==> config.mk <==
export PLATFORM = sky130hd
export DESIGN_NAME = midi_channel_message_encoder
export DESIGN_NICKNAME = d
export VERILOG_FILES = /design/src/rtl/mce_pkg.sv /design/src/rtl/midi_channel_message_encoder.sv /design/src/rtl/mce_byte_gen.sv
export SDC_FILE = /design/constraint.sdc
export NUM_CORES = 1
export LEC_CHECK = 0
export ABC_AREA = 1
export BUFFER_PORTS_ARGS = -buffer_cell sky130_fd_sc_hd__buf_2
export CORE_AREA = 2 2 99 101
export CTS_BUF_LIST = sky130_fd_sc_hd__clkbuf_2 sky130_fd_sc_hd__clkbuf_4 sky130_fd_sc_hd__clkbuf_8
export DETAILED_ROUTE_END_ITERATION = 6
export DIE_AREA = 0 0 101 103
export GPL_TIMING_DRIVEN = 1
export PLACE_DENSITY = 0.75
export SYNTH_ARGS = -nofsm -noshare
export SYNTH_HDL_FRONTEND = slang
export SYNTH_SLANG_ARGS = --single-unit
==> constraint.sdc <==
create_clock -name clk -period 2.9 [get_ports clk]
set_input_delay 0.725 -clock clk [delete_from_list [all_inputs] [get_ports clk]]
set_output_delay 0.725 -clock clk [all_outputs]
set_load 0.01 [all_outputs]
==> src/rtl/mce_pkg.sv <==
// Package with the shared types, codes and constants of the MIDI channel message encoder.
`timescale 1ns / 1ps

package mce_pkg;

  localparam int IDX_W = 4;

  localparam logic [3:0] ACT_NOTE_OFF    = 4'd0;
  localparam logic [3:0] ACT_NOTE_ON     = 4'd1;
  localparam logic [3:0] ACT_POLY_PRESS  = 4'd2;
  localparam logic [3:0] ACT_CTRL        = 4'd3;
  localparam logic [3:0] ACT_PROGRAM     = 4'd4;
  localparam logic [3:0] ACT_CHAN_PRESS  = 4'd5;
  localparam logic [3:0] ACT_BEND        = 4'd6;
  localparam logic [3:0] ACT_NRPN_7      = 4'd7;
  localparam logic [3:0] ACT_NRPN_14     = 4'd8;
  localparam logic [3:0] ACT_RPN_7       = 4'd9;
  localparam logic [3:0] ACT_RPN_14      = 4'd10;

  localparam logic [3:0] KIND_NOTE_OFF   = 4'h8;
  localparam logic [3:0] KIND_NOTE_ON    = 4'h9;
  localparam logic [3:0] KIND_POLY_PRESS = 4'hA;
  localparam logic [3:0] KIND_CTRL       = 4'hB;
  localparam logic [3:0] KIND_PROGRAM    = 4'hC;
  localparam logic [3:0] KIND_CHAN_PRESS = 4'hD;
  localparam logic [3:0] KIND_BEND       = 4'hE;

  localparam logic [6:0] CC_NRPN_MSB = 7'd99;
  localparam logic [6:0] CC_NRPN_LSB = 7'd98;
  localparam logic [6:0] CC_RPN_MSB  = 7'd101;
  localparam logic [6:0] CC_RPN_LSB  = 7'd100;
  localparam logic [6:0] CC_DATA_MSB = 7'd6;
  localparam logic [6:0] CC_DATA_LSB = 7'd38;

  typedef struct packed {
    logic [3:0]         action;
    logic [3:0]         channel;
    logic [6:0]         key;
    logic [13:0]        value;
    logic signed [13:0] bend;
    logic [13:0]        parameter_req;
  } mce_req_t;

  typedef struct packed {
    logic [7:0] tx_byte;
    logic       last;
  } mce_byte_t;

  // Number of bytes in the message for one action; undefined codes send nothing.
  function automatic logic [IDX_W-1:0] msg_len(input logic [3:0] action);
    logic [IDX_W-1:0] len;
    unique case (action) inside
      ACT_NOTE_OFF, ACT_NOTE_ON, ACT_POLY_PRESS, ACT_CTRL, ACT_BEND: len = IDX_W'(3);
      ACT_PROGRAM, ACT_CHAN_PRESS:                                 len = IDX_W'(2);
      ACT_NRPN_7, ACT_RPN_7:                                       len = IDX_W'(9);
      ACT_NRPN_14, ACT_RPN_14:                                     len = IDX_W'(12);
      default:                                                     len = '0;
    endcase
    return len;
  endfunction

endpackage

==> src/rtl/midi_channel_message_encoder.sv <==
// Top level of the MIDI channel message encoder: request register, byte counter, output register.
//
// One request transfer on the input channel (in_valid, in_stall) carries the message kind,
// channel, key, value, bend and parameter number. The output channel (out_valid, out_stall)
// then carries the message bytes in transmit order, one byte per transfer, with last set
// on the final byte. Messages are 2, 3, 9 or 12 bytes long; undefined action codes are
// taken and send no bytes.
// A request transfer first fills the request register; its first byte is then loaded into the output register.
// Bytes leave at one per cycle while the receiver does not stall. The next request is taken in
// the cycle its predecessor's final byte is loaded, so back-to-back requests stream with no gap.
// A stall holds the output register and the byte counter; while the request register
// holds a request, in_stall is high until the final byte of the held request is loaded.
// Synchronous reset empties the request and output registers; no byte is in flight after it.
`timescale 1ns / 1ps

module midi_channel_message_encoder (
  input  logic               clk,
  input  logic               rst,
  input  logic               in_valid,
  output logic               in_stall,
  input  logic [3:0]         action,
  input  logic [3:0]         channel,
  input  logic [6:0]         key,
  input  logic [13:0]        value,
  input  logic signed [13:0] bend,
  input  logic [13:0]        parameter_req,
  output logic               out_valid,
  input  logic               out_stall,
  output logic [7:0]         tx_byte,
  output logic               last
);
  import mce_pkg::*;

  mce_req_t         req;
  logic             req_valid;
  logic [IDX_W-1:0] idx;
  mce_byte_t        cur;
  logic             load;
  logic             accept;

  mce_byte_gen u_byte_gen (
    .req    (req),
    .idx    (idx),
    .result (cur)
  );

  assign load     = req_valid && (!out_valid || !out_stall);
  assign in_stall = req_valid && !(load && cur.last);
  assign accept   = in_valid && !in_stall;

  always_ff @(posedge clk) begin
    if (rst) begin
      req_valid <= 1'b0;
      idx       <= '0;
      out_valid <= 1'b0;
    end else begin
      if (load) begin
        out_valid <= 1'b1;
        if (cur.last) begin
          req_valid <= 1'b0;
          idx       <= '0;
        end else begin
          idx <= idx + IDX_W'(1);
        end
      end else if (out_valid && !out_stall) begin
        out_valid <= 1'b0;
      end
      // A request with no bytes is taken and dropped.
      if (accept) begin
        req_valid <= (msg_len(action) != '0);
        idx       <= '0;
      end
    end
  end

  always_ff @(posedge clk) begin
    if (accept) begin
      req.action        <= action;
      req.channel       <= channel;
      req.key           <= key;
      req.value         <= value;
      req.bend          <= bend;
      req.parameter_req <= parameter_req;
    end
  end

  always_ff @(posedge clk) begin
    if (load) begin
      tx_byte <= cur.tx_byte;
      last    <= cur.last;
    end
  end

endmodule

==> src/rtl/mce_byte_gen.sv <==
// Byte selector: gives one byte of a held message request and flags the final byte.
`timescale 1ns / 1ps

module mce_byte_gen (
  input  mce_pkg::mce_req_t          req,
  input  logic [mce_pkg::IDX_W-1:0]  idx,
  output mce_pkg::mce_byte_t         result
);
  import mce_pkg::*;

  logic [3:0]  kind;
  logic [13:0] shifted;
  logic [1:0]  cc_group;
  logic [1:0]  cc_pos;
  logic [6:0]  cc_ctrl;
  logic [6:0]  cc_data;
  logic        rpn;
  logic        wide;
  logic [IDX_W-1:0] len;

  // Adding the bend centre to a 14-bit two's complement value flips its top bit.
  assign shifted = {~req.bend[13], req.bend[12:0]};
  assign rpn     = (req.action == ACT_RPN_7) || (req.action == ACT_RPN_14);
  assign wide    = (req.action == ACT_NRPN_14) || (req.action == ACT_RPN_14);
  assign len     = msg_len(req.action);

  always_comb begin
    unique case (req.action) inside
      ACT_NOTE_OFF:   kind = KIND_NOTE_OFF;
      ACT_NOTE_ON:    kind = KIND_NOTE_ON;
      ACT_POLY_PRESS: kind = KIND_POLY_PRESS;
      ACT_PROGRAM:    kind = KIND_PROGRAM;
      ACT_CHAN_PRESS: kind = KIND_CHAN_PRESS;
      ACT_BEND:       kind = KIND_BEND;
      default:        kind = KIND_CTRL;
    endcase
  end

  // Parameter sequences are a run of control changes of three bytes each.
  always_comb begin
    case (idx)
      4'd0, 4'd1, 4'd2:   cc_group = 2'd0;
      4'd3, 4'd4, 4'd5:   cc_group = 2'd1;
      4'd6, 4'd7, 4'd8:   cc_group = 2'd2;
      default:            cc_group = 2'd3;
    endcase
    case (idx)
      4'd0, 4'd3, 4'd6, 4'd9:  cc_pos = 2'd0;
      4'd1, 4'd4, 4'd7, 4'd10: cc_pos = 2'd1;
      default:                 cc_pos = 2'd2;
    endcase
  end

  always_comb begin
    case (cc_group)
      2'd0: begin
        cc_ctrl = rpn ? CC_RPN_MSB : CC_NRPN_MSB;
        cc_data = req.parameter_req[13:7];
      end
      2'd1: begin
        cc_ctrl = rpn ? CC_RPN_LSB : CC_NRPN_LSB;
        cc_data = req.parameter_req[6:0];
      end
      2'd2: begin
        cc_ctrl = CC_DATA_MSB;
        cc_data = wide ? req.value[13:7] : req.value[6:0];
      end
      default: begin
        cc_ctrl = CC_DATA_LSB;
        cc_data = req.value[6:0];
      end
    endcase
  end

  always_comb begin
    unique case (req.action) inside
      ACT_NOTE_OFF, ACT_NOTE_ON, ACT_POLY_PRESS, ACT_CTRL: begin
        case (idx)
          4'd0:    result.tx_byte = {kind, req.channel};
          4'd1:    result.tx_byte = {1'b0, req.key};
          default: result.tx_byte = {1'b0, req.value[6:0]};
        endcase
      end
      ACT_PROGRAM: begin
        result.tx_byte = (idx == '0) ? {kind, req.channel} : {1'b0, req.key};
      end
      ACT_CHAN_PRESS: begin
        result.tx_byte = (idx == '0) ? {kind, req.channel} : {1'b0, req.value[6:0]};
      end
      ACT_BEND: begin
        case (idx)
          4'd0:    result.tx_byte = {kind, req.channel};
          4'd1:    result.tx_byte = {1'b0, shifted[6:0]};
          default: result.tx_byte = {1'b0, shifted[13:7]};
        endcase
      end
      default: begin
        case (cc_pos)
          2'd0:    result.tx_byte = {KIND_CTRL, req.channel};
          2'd1:    result.tx_byte = {1'b0, cc_ctrl};
          default: result.tx_byte = {1'b0, cc_data};
        endcase
      end
    endcase
    result.last = (idx == len - IDX_W'(1));
  end

endmodule
==> results of run 1 <==
[flip-flops by register name (all words and copies together) (netlist names)]
signal	count
tx_byte	8
req_valid	1
req	57
idx	4
u_byte_gen.cc_pos	2
u_byte_gen.cc_group	2
last	1
out_valid	1
[timing repair]
item,4_1_cts,5_1_grt
gates resized for setup,6,7
pin swaps,2,5
endpoints found under the setup margin,1,3
setup buffers,7,6
[area by class of cell]
type | count | share of cell area (%)
timing repair buffer | 89 | 11.1
sequential | 76 | 48.4
inverter | 49 | 4.22
clock buffer | 11 | 3.08
clock inverter | 3 | 0.887
tap | 114 | 3.16
multi-input combinational | 237 | 29.1
[worst reg2reg max path, cell delays in order (launching register included)]
cell and delay [ns]:
edfxtp_1 0.48, nand2_2 0.14, nand2_2 0.08, nand2_4 0.12, inv_4 0.06, ha_4 0.16
inv_2 0.05, nand2_1 0.04, nand2_1 0.08, nor2_2 0.05, nor2_2 0.17, nor2_4 0.06
nand3_4 0.10, nand2_4 0.05, buf_4 0.15, a21oi_4 0.17, nand2_1 0.13, inv_1 0.08
ha_1 0.22, inv_1 0.07, nor2_1 0.05, nor2_1 0.08, nand2_1 0.05, nand2_1 0.05
[worst max path at each step]
stage / slack (ns) / end
after CTS: 0.01 / in_stall
after global routing: -0.05 / in_stall
after global placement: 0.29 / in_stall
after detailed placement: 0.14 / u_byte_gen.cc_pos[0]
final: 0.005 / in_stall
after floorplan: 0.04 / req[0]
[per-layer routing]
layer	up-vias	part of all wire, %	track usage (%)	routed length, um
li1	1465	-	-	-
met1	1360	42	22.0	3850
met2	151	48	29.5	4370
met3	27	7.8	4.47	712
met4	0	2.1	6.03	196
met5	-	0	0	0
[power by group through the flow]
stage / Sequential [mW] / Combinational, mW / Clock [mW]
after floorplan: 1.33 / 0.200 / 0
after global placement: 1.33 / 0.322 / 0
after detailed placement: 1.33 / 0.330 / 0
after CTS: 1.31 / 0.346 / 0.784
after global routing: 1.31 / 0.402 / 0.828
final: 1.31 / 0.368 / 0.773
[layout by cell type, fill, tap and decap left out, types with 2 or more instances in the layout]
| cell | instances |
|---|---|
| nor2_1 | 18 |
| a31oi_1 | 5 |
| a32oi_1 | 3 |
| inv_1 | 38 |
| clkinv_2 | 2 |
| nand2_2 | 12 |
| nand2_1 | 88 |
| nand2_4 | 4 |
| nor3_1 | 2 |
| nor2_4 | 2 |
| o2111ai_1 | 5 |
| o21ai_1 | 3 |
| clkbuf_8 | 9 |
| ha_1 | 4 |
| o21ai_0 | 19 |
| a21oi_1 | 24 |
| inv_2 | 8 |
| buf_4 | 17 |
| buf_2 | 71 |
| xor2_1 | 2 |
| nand4_1 | 4 |
| dfxtp_1 | 10 |
| nor2_2 | 4 |
| nand3_1 | 10 |
| o22ai_1 | 2 |
| clkbuf_4 | 2 |
| edfxtp_1 | 66 |
| o211ai_1 | 10 |
[metrics by stage]
step	utilization, %	cell area, um^2
after floorplan	-	3670
after global placement	44.4	4200
after detailed placement	44.4	4200
after CTS	47.0	4440
after global routing	47.7	4510
final	47.7	4510
[cell families after synthesis]
group	Yosys count
and+or+nand+nor	149
AOI/OAI and AO/OA	80
DFF	76
buffers and inverters	53
adders and majority gates	5
xor gates and xnor gates	3
==> impl_metrics.json, run 1 <==
{
  "synth_xor_area_share_pct": 0.717,
  "seq_area_mm2": 0.00218,
  "syn_avg_cell_area_um2": 10.0,
  "pwr-share-clk_pct": 31.6,
  "grt_pass1_wl_um": 13800,
  "gr-total-overflow": 0,
  "yosys.area_share.simple_pct": 18.7,
  "drc": 0,
  "tns_ns": 0,
  "peakVddDrop_mv": 0.255,
  "min_path_type": "reg -> reg",
  "cts_hold_buf": 0,
  "drtIter0Drc": 271,
  "outcome": "completed",
  "setup_ws_ns": 0.00546,
  "fillers": 871,
  "slew-limit-headroom_pct": 60.4,
  "cts_made_buffers": 9,
  "worst_pin_slew_ns": 0.578,
  "synth_top_area_share_pct": 54.1,
  "slowest_delay_ns": 0.48,
  "whs_ns": 0.510,
  "worst_r2r_endpoint": "u_byte_gen.cc_pos[0]",
  "combPwrFrac_pct": 15.0,
  "synth_area_leaders": "edfxtp_1, nand2_1, dfxtp_1, inv_1, a21oi_1",
  "synth.most_common_cell": "nand2_1",
  "multi_input_area_mm2": 0.00132,
  "drive_gt1_share_pct": 31.0,
  "die_h_um": 103,
  "antenna_found_initial": 0,
  "whs_path_depth": 2,
  "skew_ns": 0.00904,
  "synth-edff-count": 66,
  "critical_path_buf_inv_count": 3,
  "die-area_mm2": 0.0104,
  "synth_fa_ha_area_share_pct": 1.71,
  "p_sw_mw": 0.629,
  "viasPerCell": 5.19,
  "synth_cell_types": 41,
  "r2r_cells": 23,
  "clk_path_buf_depth": 2,
  "crit_cells": 14,
  "dpl.hpwl_um": 6580,
  "power_mw": 2.45,
  "gp_congestion": 0.905,
  "worstSkewPairLatency_ns": 0.35,
  "dp_slack_ns": 0.143,
  "synth_cells": 366,
  "holdCritStartpoint": "out_valid",
  "seq_area_frac_synth_pct": 59.5,
  "slew_viol_final": 0,
  "grt_use_total_pct": 17.5,
  "grt_pass1_vias": 2882,
  "synth.net_count": 432,
  "nNetsFinal": 528,
  "setup_viol": 0,
  "cp_top_family": "simple AND/OR/NAND/NOR gates",
  "n_antenna_cell": 0,
  "cp_cell_sequence": "nand2_2, nand2_2, nand2_4, inv_4, ha_4, nand2_1, nand2_1, nor2_2, nor2_2, nor2_4, nand3_4, nand2_4, inv_1, buf_2",
  "crit_path_top_delay_cell": "edfxtp_1",
  "ys_ff_latch": 76,
  "p_leak_nw": 1.89,
  "powerDensity_mw_per_mm2": 543,
  "synth_compound_area_share_pct": 13.8,
  "max_clock_freq_ghz": 0.345,
  "cts_tree": "yes",
  "start_util_pct": 38.8,
  "power_frac_seq_pct": 53.4,
  "synth_top_family_by_area": "simple AND/OR/NAND/NOR gates",
  "intPower_mw": 1.82,
  "grt_start_max_net_pins": 58,
  "worstPathRequired_ns": 2.17,
  "startpoint": "req[53]",
  "h-tree-depth": 3,
  "finalHoldViolCount": 0,
  "swShare_pct": 25.7,
  "dp.cells": 552,
  "root_buffer": "clkbuf_8",
  "rsz0062_at_grt": "yes",
  "post_drt_wl_per_cell_um": 15.8,
  "syn_area_mm2": 0.00367,
  "path_max_fanout": 7,
  "fin_crit_ns": 2.89,
  "die_x_um": 101,
  "ant_nets": 0,
  "r2r_start": "req[53]",
  "fin_cells": 579,
  "maxCapViolCount": 0,
  "netlist_top_cells_count": "nand2_1, edfxtp_1, inv_1, a21oi_1, nor2_1",
  "clk_pin_slew_ns": 0.08,
  "fin_crit_sh_pct": 99.8,
  "io_buffer_count": 71,
  "min_to": "out_valid",
  "synth_largest_area_cell": "edfxtp_1",
  "critical_path_class": "reg -> out",
  "worst_ep_arrival_time_ns": 2.17,
  "area_growth_pct": 23.1,
  "routed_wl_um": 9120,
  "ys_warn_count": 0,
  "std_cell_rows": 36,
  "cp-end-kind": "output pin",
  "coreArea_mm2": 0.00946,
  "dr.pass1.iters": 6,
  "rrSetupSlack_ns": 0.16,
  "vias": 3003,
  "synthFlopType": "edfxtp_1",
  "ios": 72,
  "synth_mux_area_share_pct": 0,
  "cts_num_sinks": 76,
  "cp-start-kind": "flop",
  "synthArstFlopShare_pct": 0
}
Note: power is estimated with default switching activity, not from simulation.
==> run 2, diff against run 1 <==
--- a/config.mk
+++ b/config.mk
@@ -5,14 +5,13 @@
 export SDC_FILE = /design/constraint.sdc
 export NUM_CORES = 1
 export LEC_CHECK = 0
-export ABC_AREA = 1
 export BUFFER_PORTS_ARGS = -buffer_cell sky130_fd_sc_hd__buf_2
-export CORE_AREA = 2 2 99 101
+export CORE_AREA = 2 2 100 102
 export CTS_BUF_LIST = sky130_fd_sc_hd__clkbuf_2 sky130_fd_sc_hd__clkbuf_4 sky130_fd_sc_hd__clkbuf_8
 export DETAILED_ROUTE_END_ITERATION = 6
-export DIE_AREA = 0 0 101 103
+export DIE_AREA = 0 0 102 104
 export GPL_TIMING_DRIVEN = 1
-export PLACE_DENSITY = 0.75
+export PLACE_DENSITY = 0.74
 export SYNTH_ARGS = -nofsm -noshare
 export SYNTH_HDL_FRONTEND = slang
 export SYNTH_SLANG_ARGS = --single-unit
==> run 2 against run 1 <==
The flow now finishes with violations (negative setup slack). Clock-buffer cell count decreased by 1. Fmax decreased by 9.2%. Core utilization increased by 0.98 points. Critical path depth decreased by 2. Cell area increased by 3.0%. Cell count decreased by 9.2%. Largest cell class unchanged. Largest power group unchanged.
==> impl_metrics.json, run 2 <==
{
  "root_buffer": "clkbuf_8",
  "r2r_start": "req[54]",
  "min_path_type": "reg -> reg",
  "mostFrequentLayoutCells": "buf_2, edfxtp_1, buf_4",
  "area_growth_pct": 26.1,
  "final_cell_area_mm2": 0.00465,
  "ios": 72,
  "endpoint": "in_stall",
  "die-area_mm2": 0.0106,
  "fin_crit_ns": 3.19,
  "setup_ws_ns": -0.288,
  "syn_area_mm2": 0.00369,
  "grt_pass1_vias": 2684,
  "maxCapViolCount": 0,
  "synth-edff-count": 66,
  "rsz0062_at_grt": "yes",
  "synth.net_count": 361,
  "setup_viol": 2,
  "synth_largest_area_cell": "edfxtp_1",
  "drc": 0,
  "combPwrFrac_pct": 14.5,
  "outcome": "finished, violations left",
  "startpoint": "req[54]",
  "grt_start_max_net_pins": 46,
  "largest_register_ffs": 57,
  "synth_cells": 295,
  "drtIter0Drc": 201,
  "gp_congestion": 0.912,
  "coreArea_mm2": 0.00955,
  "swShare_pct": 24.8,
  "clk_path_buf_depth": 2,
  "top_regs": "req x57, tx_byte x8, idx x4",
  "power_mw": 2.46,
  "crit_cells": 12,
  "fillers": 868,
  "synth.most_common_cell": "edfxtp_1",
  "ys_ff_latch": 76,
  "skew_ns": 0.00830,
  "std_cell_rows": 36,
  "cp_top_family": "compound AO/OA/AOI/OAI gates",
  "start_util_pct": 38.6,
  "final_common_cell": "buf_2",
  "fin_crit_sh_pct": 110,
  "drive_gt1_share_pct": 37.9,
  "die_x_um": 102,
  "clk_pin_slew_ns": 0.08,
  "grt_use_total_pct": 16.8,
  "nNetsFinal": 454,
  "violations": "negative setup slack",
  "dpl.hpwl_um": 6250,
  "cp-start-kind": "flop",
  "cp_cell_sequence": "buf_6, a31oi_4, inv_2, ha_4, xnor2_4, xnor2_2, a311oi_2, a21boi_4, nand2_2, nand2_2, inv_2, buf_6",
  "dpl-instance-area_mm2": 0.00431,
  "worst_ep_arrival_time_ns": 2.46,
  "cts_tree": "yes",
  "worstSkewPairLatency_ns": 0.35,
  "vias": 2785,
  "slowest_delay_ns": 0.45,
  "slew_viol_final": 0,
  "antenna_found_initial": 0,
  "cts_num_sinks": 76,
  "critical_path_class": "reg -> out",
  "critical_path_buf_inv_count": 4,
  "worst_r2r_endpoint": "u_byte_gen.cc_pos[1]",
  "cp-end-kind": "output pin",
  "h-tree-depth": 3,
  "netlist_top_cells_count": "edfxtp_1, nand2_1, nor2_1, a21oi_1, o21ai_0",
  "synthFlopType": "edfxtp_1",
  "multi_input_area_mm2": 0.00148,
  "r2r_cells": 15,
  "ys_warn_count": 0,
  "p_sw_mw": 0.611,
  "pwr-share-clk_pct": 32.3,
  "largest_register": "req",
  "synth_area_leaders": "edfxtp_1, dfxtp_1, mux4_2, mux2i_1, a221oi_1",
  "ant_nets": 0,
  "routed_wl_um": 8640,
  "die_h_um": 104,
  "io_buffer_count": 71,
  "worstPathRequired_ns": 2.17,
  "powerDensity_mw_per_mm2": 529,
  "cts_made_buffers": 9,
  "crit_path_top_delay_cell": "edfxtp_1",
  "grt_pass1_wl_um": 13700,
  "n_antenna_cell": 0,
  "path_max_fanout": 4,
  "peakVddDrop_mv": 0.309,
  "synthArstFlopShare_pct": 0,
  "seq_area_frac_synth_pct": 59.2,
  "post_drt_wl_per_cell_um": 16.4,
  "p_leak_nw": 1.75,
  "intPower_mw": 1.85,
  "syn_avg_cell_area_um2": 12.5,
  "seq_area_mm2": 0.00218,
  "max_clock_freq_ghz": 0.314,
  "rrSetupSlack_ns": -0.03,
  "viasPerCell": 5.29,
  "finalHoldViolCount": 0,
  "synth_cell_types": 55,
  "slew-limit-headroom_pct": 54.0,
  "power_frac_seq_pct": 53.2,
  "worst_pin_slew_ns": 0.687,
  "dr.pass1.iters": 5,
  "gr-total-overflow": 0,
  "synth_top_area_share_pct": 53.7
}
[run 2: changes by cell type after synthesis, sizes merged, moves of 6 or more]
| cell | before | now |
|---|---|---|
| nand2b | 0 | 6 |
| o211ai | 10 | 2 |
| mux2i | 0 | 11 |
| inv | 48 | 12 |
| clkbuf | 2 | 12 |
| mux2 | 0 | 8 |
| nand2 | 104 | 20 |
| a221oi | 1 | 9 |
| a21oi | 26 | 16 |
| and2 | 0 | 9 |
| o21ai | 23 | 16 |
[run 2: logic make-up after synthesis]
logic type	synth area share [%]
buf+inv	3.19
mux	8.59
fa+ha+maj	1.70
simple gates	11.4
xor+xnor	1.19
flops	59.2
compound gates	14.7
[run 2: timing repair]
item,in CTS,in global routing
setup endpoints to repair,2,48
hold buffers,0,0
resized for setup,11,4
setup buffers,5,4
hold endpoints to repair,0,0
pin swaps,6,1
[run 2: power groups by stage]
stage,registers (mW),logic (mW),clock network [mW]
final,1.31,0.356,0.794
after global routing,1.32,0.390,0.859
after CTS,1.31,0.341,0.814
after detailed placement,1.33,0.315,0
after global placement,1.33,0.309,0
after floorplan,1.32,0.194,0
[run 2: cell type report]
cell class              count  share of cell area, %
clock buffers              10                   2.83
clock inverters             6                   1.37
inverters                  13                   1.05
multi-input cells         190                   31.7
flip-flops and latches     76                   46.9
well taps                 133                   3.58
repair buffers             98                   12.5
[run 2: per-layer routing]
layer	GRT usage [%]	wire, um	vias up
met5	0	0	-
met4	5.62	159	0
met3	4.70	574	16
met2	25.8	4150	126
met1	22.8	3750	1323
li1	-	-	1320
[run 2: worst min path at each step]
stage	end	cells past startpoint	startpoint	slack (ns)
after global placement	out_valid	2	out_valid	0.47
final	out_valid	2	out_valid	0.49
after CTS	out_valid	2	out_valid	0.49
after global routing	out_valid	2	out_valid	0.51
after floorplan	out_valid	2	req_valid	0.45
after detailed placement	out_valid	2	out_valid	0.48
[run 2: per-stage QoR]
| step | hold WS [ns] | util (%) | TNS (ns) | std cells | setup slack (ns) |
|---|---|---|---|---|---|
| CTS | 0.489 | 48.2 | -0.252 | 522 | -0.252 |
| finish | 0.489 | 48.7 | -0.314 | 526 | -0.288 |
| global route | 0.514 | 48.7 | -0.750 | 526 | -0.400 |
| detailed placement | 0.477 | 45.1 | -0.0700 | 501 | -0.0700 |
| floorplan | 0.453 | - | 0 | 295 | 0.00581 |
| global placement | 0.466 | 45.1 | 0 | 501 | 0.0348 |
[run 2: worst reg2reg max path, cell delays in order, from the launching register on]
cell,delay (ns)
edfxtp_1,0.45
buf_6,0.15
a31oi_4,0.17
inv_2,0.07
ha_4,0.18
xnor2_4,0.15
xnor2_2,0.15
a311oi_2,0.24
a21boi_4,0.23
buf_4,0.12
buf_4,0.10
o21ai_1,0.08
and2_4,0.15
ha_4,0.26
nand2_1,0.05
mux2_4,0.27
==> run 3, diff against run 2 <==
--- a/config.mk
+++ b/config.mk
@@ -11,7 +11,7 @@
 export DETAILED_ROUTE_END_ITERATION = 6
 export DIE_AREA = 0 0 102 104
 export GPL_TIMING_DRIVEN = 1
-export PLACE_DENSITY = 0.74
+export PLACE_DENSITY = 0.71
 export SYNTH_ARGS = -nofsm -noshare
 export SYNTH_HDL_FRONTEND = slang
 export SYNTH_SLANG_ARGS = --single-unit
==> constraint.sdc (replaced) <==
create_clock -name clk -period 4.04 [get_ports clk]
set_input_delay 1.01 -clock clk [delete_from_list [all_inputs] [get_ports clk]]
set_output_delay 1.01 -clock clk [all_outputs]
set_load 0.01 [all_outputs]
==> run 3 against run 2 <==
The run now ends clean. Setup slack better by 0.63 ns. Cell count down 4.4%. Sequential cell count unchanged. Combinational power down 41%. Sequential power down 28%. Wire length down 7.0%. Sequential share of layout area up 3.2 points. Register-to-register slack better by 0.88 ns. Clock-buffer cell count unchanged. Clock power down 41%. Clock skew up 0.00051 ns. Largest power group unchanged.
==> impl_metrics.json, run 3 (synthesis gave the netlist of run 2 again) <==
{
  "h-tree-depth": 3,
  "skew_ns": 0.00881,
  "worstSkewPairLatency_ns": 0.35,
  "cp_top_family": "compound AO/OA/AOI/OAI gates",
  "setup_viol": 0,
  "use_met2_pct": 22.7,
  "drive_gt1_share_pct": 31.1,
  "peakVddDrop_mv": 0.154,
  "power_mw": 1.62,
  "grt_start_max_net_pins": 45,
  "maxCapViolCount": 0,
  "rsz0062_at_grt": "no",
  "tns_ns": 0,
  "clk_path_buf_depth": 2,
  "cts_tree": "yes",
  "slowest_delay_ns": 0.55,
  "antenna_found_initial": 0,
  "root_buffer": "clkbuf_8",
  "cts_made_buffers": 9,
  "die_h_um": 104,
  "io_buffer_count": 71,
  "ant_nets": 0,
  "min_path_type": "reg -> reg",
  "ctsResizeCount": 0,
  "mostFrequentLayoutCells": "buf_2, edfxtp_1, nand2_1",
  "n_antenna_cell": 0,
  "grt_pass1_vias": 2595,
  "crit_path_top_delay_cell": "edfxtp_1",
  "gp_congestion": 0.860,
  "holdCritStartpoint": "out_valid",
  "slew-limit-headroom_pct": 38.7,
  "drc": 0,
  "cts_num_sinks": 76,
  "vias": 2603,
  "gr-total-overflow": 0,
  "startpoint": "req[56]",
  "viasPerCell": 5.17,
  "std_cell_rows": 36,
  "final_common_cell": "buf_2",
  "largest_register": "req",
  "fin_crit_ns": 3.70,
  "cp-start-kind": "flop",
  "busiest_layer": "met2",
  "top_regs": "req x57, tx_byte x8, idx x4",
  "powerDensity_mw_per_mm2": 372,
  "area_growth_pct": 18.1,
  "routed_wl_um": 8040,
  "clk_pin_slew_ns": 0.07,
  "outcome": "completed",
  "cp_cell_sequence": "a31oi_1, inv_1, ha_1, xnor2_1, xnor2_1, a311oi_2, a21boi_4, nand2_1, nand2_1, inv_1, buf_2",
  "largest_register_ffs": 57,
  "dr.pass1.iters": 5,
  "post_drt_wl_per_cell_um": 16.0,
  "ios": 72,
  "slew_viol_final": 0,
  "finalHoldViolCount": 0,
  "die-area_mm2": 0.0106,
  "coreArea_mm2": 0.00955,
  "nNetsFinal": 434,
  "critical_path_class": "reg -> out",
  "worst_ep_arrival_time_ns": 2.69,
  "path_max_fanout": 13,
  "cp-end-kind": "output pin",
  "worstPathRequired_ns": 3.03,
  "r2r_start": "req[56]",
  "fin_crit_sh_pct": 91.5,
  "grt_use_total_pct": 15.8,
  "dpl.hpwl_um": 5840,
  "worst_pin_slew_ns": 0.916,
  "max_clock_freq_ghz": 0.270,
  "met1_usage_pct": 22.5,
  "setup_ws_ns": 0.342,
  "die_x_um": 102,
  "dp_slack_ns": 0.604,
  "grt_pass1_wl_um": 12900,
  "drtIter0Drc": 190,
  "start_util_pct": 38.6,
  "met3_usage_pct": 4.44,
  "critical_path_buf_inv_count": 3,
  "p_leak_nw": 1.61
}
-- run 3: cell types whose count changed in the layout (fill, tap and decap cells not counted), moves of 2 or more --
cell	previous run	this run
inv_1	10	12
buf_6	2	0
inv_2	2	0
and2_4	2	0
ha_4	2	0
o21ai_0	12	14
ha_1	3	5
nand2_2	2	0
nand2_1	18	20
xnor2_1	2	4
buf_4	25	6
-- run 3: worst paths after layout --
| check | end | slack, ns | depth (start not counted) |
|---|---|---|---|
| setup / recovery | in_stall | 0.34 | 11 |
| hold reg to reg | out_valid | 0.48 | 2 |
| hold / removal | out_valid | 0.48 | 2 |
| setup reg to reg | req[40] | 0.85 | 11 |
-- run 3: layout make-up --
type,count,area [um^2]
fillers,915,5190
multi-input cells,190,1390
flip-flops and latches,76,2180
clock inverters,3,17.5
repair buffers,78,420
clock buffers,10,131
well taps,133,166
inverters,13,48.8
-- run 3: what timing repair did --
| action | 4_1_cts | 5_1_grt |
|---|---|---|
| endpoints found under the setup margin | 0 | 1 |
| setup buffers | 0 | 2 |
| hold buffers | 0 | 0 |
-- run 3: power breakdown --
part / switching [mW] / internal (mW)
clock network: 0.249 / 0.217
registers: 0.0286 / 0.913
logic: 0.116 / 0.0943
total: 0.393 / 1.22
-- run 3: metrics by stage --
| stage | cell area [um^2] | hold slack (ns) | cells | utilization (%) |
|---|---|---|---|---|
| floorplan | 3690 | 0.453 | 295 | - |
| global placement | 4190 | 0.468 | 488 | 43.9 |
| detailed placement | 4190 | 0.472 | 488 | 43.9 |
| CTS | 4340 | 0.486 | 501 | 45.5 |
| global route | 4360 | 0.508 | 503 | 45.6 |
| finish | 4360 | 0.480 | 503 | 45.6 |
-- run 3: metal layers --
metal	routed length [um]	part of all wire [%]
met1	3790	47
met2	3540	44
met3	542	6.7
met4	163	2.0
met5	0	0
-- run 3: tightest hold or removal path: stages, from the launching register on --
cell and delay (ns):
dfxtp_1 0.31, nand2_1 0.07, a21oi_1 0.06
